[src/hdl/apr_pkg.sv]
package apr_pkg;

  localparam int SUM_FRACTION_BITS_DEF = 16;
  localparam int GAMMA_INDEX_BITS_DEF  = 12;

  localparam int SUM_W    = 32;
  localparam int COUNT_W  = 24;
  localparam int BYTE_W   = 8;
  localparam int CHANNELS = 3;
  localparam int LEVELS   = 256;
  localparam int THR_W    = 17;
  localparam int BIG_W    = 256;

  localparam int GAMMA_SCALE = 25599;
  localparam int LEVEL_SCALE = 100;
  localparam int GAMMA_NUM   = 5;
  localparam int GAMMA_DEN   = 11;

  typedef struct packed {
    logic                valid;
    logic                blank;
    logic [CHANNELS-1:0] sat;
  } apr_ctl_t;

  // smallest index x with x^5 * 25599^11 >= (100*level)^11 * 2^(5*idx_bits)
  function automatic logic [THR_W-1:0] gamma_threshold(input int level, input int idx_bits);
    logic [BIG_W-1:0] lhs;
    logic [BIG_W-1:0] rhs;
    logic [BIG_W-1:0] radix;
    logic [BIG_W-1:0] lo;
    logic [BIG_W-1:0] hi;
    logic [BIG_W-1:0] mid;
    lhs = BIG_W'(1);
    for (int k = 0; k < GAMMA_DEN; k++) begin
      lhs = lhs * BIG_W'(LEVEL_SCALE * level);
    end
    lhs = lhs << (GAMMA_NUM * idx_bits);
    radix = BIG_W'(1);
    for (int k = 0; k < GAMMA_DEN; k++) begin
      radix = radix * BIG_W'(GAMMA_SCALE);
    end
    lo = '0;
    hi = BIG_W'(1) << idx_bits;
    for (int it = 0; it <= THR_W; it++) begin
      if (lo < hi) begin
        mid = (lo + hi) >> 1;
        rhs = radix;
        for (int k = 0; k < GAMMA_NUM; k++) begin
          rhs = rhs * mid;
        end
        if (rhs >= lhs) begin
          hi = mid;
        end else begin
          lo = mid + BIG_W'(1);
        end
      end
    end
    return lo[THR_W-1:0];
  endfunction

endpackage

[src/hdl/apr_div_stage.sv]
module apr_div_stage #(
  parameter int DW = 40,
  parameter int G  = 12
) (
  input  logic                                  clk,
  input  logic                                  rst,
  input  apr_pkg::apr_ctl_t                     ctl_in,
  input  logic [DW-1:0]                         div_in,
  input  logic [apr_pkg::CHANNELS-1:0][DW-1:0]  rem_in,
  input  logic [apr_pkg::CHANNELS-1:0][G-1:0]   quo_in,
  output apr_pkg::apr_ctl_t                     ctl_out,
  output logic [DW-1:0]                         div_out,
  output logic [apr_pkg::CHANNELS-1:0][DW-1:0]  rem_out,
  output logic [apr_pkg::CHANNELS-1:0][G-1:0]   quo_out
);

  logic [apr_pkg::CHANNELS-1:0][DW-1:0] rem_next;
  logic [apr_pkg::CHANNELS-1:0][G-1:0]  quo_next;

  always_comb begin
    logic [DW:0] dbl;
    logic [DW:0] diff;
    for (int c = 0; c < apr_pkg::CHANNELS; c++) begin
      dbl  = {rem_in[c], 1'b0};
      diff = dbl - {1'b0, div_in};
      if (dbl >= {1'b0, div_in}) begin
        rem_next[c] = diff[DW-1:0];
        quo_next[c] = {quo_in[c][G-2:0], 1'b1};
      end else begin
        rem_next[c] = dbl[DW-1:0];
        quo_next[c] = {quo_in[c][G-2:0], 1'b0};
      end
    end
  end

  always_ff @(posedge clk) begin
    if (rst) begin
      ctl_out.valid <= 1'b0;
    end else begin
      ctl_out.valid <= ctl_in.valid;
    end
    ctl_out.blank <= ctl_in.blank;
    ctl_out.sat   <= ctl_in.sat;
    div_out       <= div_in;
    rem_out       <= rem_next;
    quo_out       <= quo_next;
  end

endmodule

[config.mk]
export PLATFORM = sky130hd
export DESIGN_NAME = apr_div_stage
export DESIGN_NICKNAME = d
export VERILOG_FILES = /design/src/hdl/apr_pkg.sv /design/src/hdl/apr_div_stage.sv
export SDC_FILE = /design/constraint.sdc
export NUM_CORES = 1
export LEC_CHECK = 0
export BUFFER_PORTS_ARGS = -buffer_cell sky130_fd_sc_hd__buf_4
export CAP_MARGIN = 10
export CORE_MARGIN = 2
export CORE_UTILIZATION = 45
export CTS_CLUSTER_DIAMETER = 120
export DETAILED_ROUTE_END_ITERATION = 16
export PLACE_DENSITY = 0.7
export SLEW_MARGIN = 30
export SYNTH_ARGS = -nofsm -noshare
export SYNTH_HDL_FRONTEND = slang
export SYNTH_SLANG_ARGS = --single-unit
[constraint.sdc]
create_clock -name clk -period 3.48 [get_ports clk]
set_input_delay 0.348 -clock clk [delete_from_list [all_inputs] [get_ports clk]]
set_output_delay 0.348 -clock clk [all_outputs]
set_load 0.02 [all_outputs]
### Word level (Yosys, flattened, before mapping)

Index checks and enable logic that the tools add are counted.

| operators by class | value |
|---|---|
| add/sub/neg operators | 3 |
| magnitude comparators | 3 |
| multiplexer cells | 6 |

Operators with widths:

| operator | count |
|---|---|
| 41-bit by 40-bit >= comparator with 1-bit output | 3 |
| 40-bit 2-to-1 mux | 3 |
| 40-bit subtractor | 3 |
| 1-bit 2-to-1 mux | 3 |

| word-level totals | value |
|---|---|
| input bits | 203 |
| output and inout port bits | 201 |
| flip-flop bits (word level) | 201 |

### Logic depth before layout (Yosys ltp)

| depth | value |
|---|---|
| depth after elaboration | 2 |
| mapped depth | 15 |

### Worst setup path before layout

No wires, ideal clock.

| timing | value |
|---|---|
| path kind | in2reg |
| from | input div_in[1] |
| to | register rem_out[70] in the netlist's numbering |
| data arrival time | 2.902 ns |
| path buffers | 2 |
| data required time | 3.357 ns |
| slack | 0.454 ns |
| library setup time | 0.123 ns |
| cell stages on the path | 14 |
| cells stage by stage | inv_1 ha_1 nor2b_1 o21ba_2 nor3_2 o21ba_1 o31ai_4 o31ai_4 a21oi_4 o21ai_2 o21a_2 buf_6 buf_6 mux2_1 |

RTL lines:

| what | RTL line | source |
|---|---|---|
| start, declared | apr_div_stage.sv:8 | `input logic [DW-1:0] div_in,` |
| end signal, assigned | apr_div_stage.sv:45 | `rem_out <= rem_next;` |
| end, declared | apr_div_stage.sv:13 | `output logic [apr_pkg::CHANNELS-1:0][DW-1:0] rem_out,` |

==> summary.md <==
| Metric | Value |
|---|---|
| Post-Synthesis Cells | 1380 |
| Min-Delay Path Class | in2reg |
| CTS root buf | clkbuf_16 |
| Final Max Tran Viols | 0 |
| Clock-pin slew on the worst setup and hold paths | 0.06 ns |
| CTS Buf Count | 24 |
| Max Cap Viol | 0 |
| CP Capture Type | flop |
| # setup viols final | 0 |
| Synth-to-Final Area Change | 43.9% |
| Nets | 2203 |
| Hold Vio Cnt, Final | 0 |
| Critical Path Source Type | primary input |
| Synth cell types | 77 |
| CTS tree | yes |
| Period utilisation layout | 96.4% |
| Slew @ Worst Pin | 0.558 ns |
| PortBufs | 400 |
| Slowest stage delay, CP | 0.54 ns |
| Max Fclk | about 300 MHz |
| CP max stage cell | dlygate4sd3_1 |
| Clk sink count | roughly 200 |
| Drt initial violations | 555 |
| DP Area | about 16000 µm² |
| Pwr Density | 494 nW/µm² |
| WP data required | 3.89 ns |
| Drt wl/cell | 18.5 µm |
| H-tree levels | 1 |
| Post-route insts no fill | 2229 |
| Global-route wire length before repair | 62800 µm |
| Die Width | between 150 and 200 µm |
| Post-Syn Area | 12100 µm² |
| CTS Buffer Depth | 3 |
| Largest net degree at the start of global routing | 71 |
| Hold WS | 0.0286 ns |
| Via count | 12.1k |
| Setup CP Type | in2reg |
| Placement Setup Slack | 0.0474 ns |
| Share of layout cells above drive strength 1 | 29.7% |
| Yosys Warn Count | 0 |
| Synthesized flop and latch total | 201 |
| Initial Util | 46.1% |
| Seq/Total Area, Yosys | 33.3% |
| Detailed Place HPWL | 32500 µm |
| Number of remaining DRC errors | 0 |
| Post-Layout Inst Area | around 17000 µm² |
| Core area | 26200 µm² |
| Placed cells | between 2k and 2.5k |
| Overall routing resource usage | 28.1% |
| Top FF cell, synth | dfxtp_1 |
| Die ar. | 28100 µm² |
| Num rows | 59 |
| RD Place Congestion | between 0.9 and 1 |
| Most common cell after layout, fill and taps aside | buf_4 |
| RSZ-0062 raised after global routing | yes |
| Number of synthesized flops with an enable pin | 0 |
| CP most frequent cell | buf_4 |
| Gr ovfl total | 0 |
| First drt pass iteration count | 4 |
| Final WL | 41300 µm |
| Die height | ~170 µm |
| Antenna violations before repair | 1 |
| CP cell instances | dlygate4sd3_1 -> buf_4 -> inv_1 -> ha_1 -> a21o_1 -> a31o_2 -> a211oi_2 -> a21oi_1 -> o22ai_1 -> buf_4 -> o21bai_1 -> a31oi_2 -> o21ai_0 -> xnor2_1 -> mux2_2 |
| Most frequent cells in the layout | buf_4, dfxtp_1, a21oi_1, ha_1, nor2_1 |
| Fillers | 2181 |
| Max VDD drop | slightly above 0.0004 V |
| Vias in the first global route | ~12k |
| Critical path data arrival time | roughly 3.8 ns |
| Async S/R FF share, synth | 0% |
| Final ANT Viol Nets | 0 |
| Synthesized net count | 1706 |
| Vias/cell | 5.42 |
| Min setup slack post-route | 0.127 ns |
| Crit-path max FO | 5 |
| Leakage | a little over 0.008 µW |
| Setup TNS | 0 ns |
| I/O pin total | 404 |
| Slew HR | 62.4% |
| Syn_area_per_cell | a little under 9 µm² |
| Status | completed |
| Period minus WS final | 3.35 ns |
[final cells by class]
class                      instances  area [µm²]  share of cell area [%]
antenna                            1        2.50                  0.0144
clock buffer                      30         623                    3.59
clock inverter                    12         205                    1.18
inverter                          65         248                    1.43
multi-input combinational       1068        7720                    44.5
sequential                       201        4020                    23.2
tap                              335         419                    2.41
timing repair buffer             517        4120                    23.7
[timing repair]
action | in CTS | in global routing
buffers inserted | 0 | 3
hold buffers | 77 | 0
hold endpoints to repair | 77 | 0
endpoints found under the setup margin | 0 | 67
gates resized for setup | 0 | 19
[final timing paths]
check      start           to  slack [ns]  depth (start not counted)
max    div_in[9]  rem_out[72]        0.13                         15
min    ctl_in[4]   ctl_out[4]        0.03                          2
[report_power, final]
part	internal, µW	switching, µW
clock	1640	1020
sequential	2660	103
combinational	1440	1720
[synth_stat cells (5+ instances only)]
| master | count | area share, % |
|---|---|---|
| nand3_1 | 18 | 0.75 |
| nand2b_1 | 12 | 0.62 |
| o21ai_0 | 69 | 2.9 |
| a21oi_1 | 167 | 6.9 |
| nand3b_1 | 5 | 0.31 |
| and2_1 | 9 | 0.47 |
| o2111ai_1 | 5 | 0.36 |
| inv_1 | 65 | 2.0 |
| xnor2_1 | 65 | 4.7 |
| a211oi_1 | 8 | 0.50 |
| mux2_4 | 9 | 1.1 |
| o21a_1 | 19 | 1.2 |
| and3_1 | 14 | 0.73 |
| a31oi_1 | 12 | 0.62 |
| nor2b_1 | 18 | 0.93 |
| clkbuf_1 | 33 | 1.0 |
| buf_2 | 10 | 0.41 |
| xor2_1 | 38 | 2.8 |
| o21bai_1 | 14 | 0.87 |
| nand4_1 | 28 | 1.5 |
| o21ai_1 | 5 | 0.21 |
| dfxtp_1 | 201 | 33 |
| mux2i_1 | 5 | 0.41 |
| nor4_1 | 5 | 0.26 |
| nor2_1 | 119 | 3.7 |
| ha_1 | 120 | 12 |
| a21boi_0 | 6 | 0.37 |
| o211ai_1 | 8 | 0.50 |
| nand2_1 | 86 | 2.7 |
| mux2_2 | 40 | 3.7 |
| or3_1 | 5 | 0.26 |
| a21o_1 | 69 | 4.3 |
| nor3_1 | 16 | 0.66 |
[cells by family (layout without fill, tap and decap cells)]
group / count (synthesis) / count (layout) / share of synthesized area (%)
xor gates and xnor gates: 103 / 103 / 7.47
adders and majority gates: 123 / 123 / 12.9
DFF: 201 / 201 / 33.3
AOI/OAI and AO/OA: 436 / 436 / 23.2
buffers and inverters: 111 / 624 / 3.68
and+or+nand+nor: 348 / 348 / 13.7
other: 0 / 1 / 0
muxes: 58 / 58 / 5.64
[worst max-delay path: cells and delay by family]
kind	cells	cell delay, ns
xor gates and xnor gates	1	0.17
adders and majority gates	1	0.33
AOI/OAI and AO/OA	8	1.60
muxes	1	0.26
buffers and inverters	4	1.04
[registers in the layout (all words and copies together) (netlist names)]
signal	count
rem_out	120
ctl_out	5
quo_out	36
div_out	40
[metal layers]
metal  vias up  track usage [%]  part of all wire [%]
li1       5962                -                     -
met1      5622             33.9                    41
met2       417             50.4                    49
met3        88             3.55                   5.5
met4         0             11.8                   4.3
met5         -                0                     0
[through the flow]
step / total power, µW / utilization (%)
CTS: 8590 / 65.8
detailed placement: 5830 / 59.7
global route: 8970 / 66.3
global placement: 5820 / 59.7
floorplan: 4620 / -
finish: 8580 / 66.3
(Power assumes the default switching activity.)
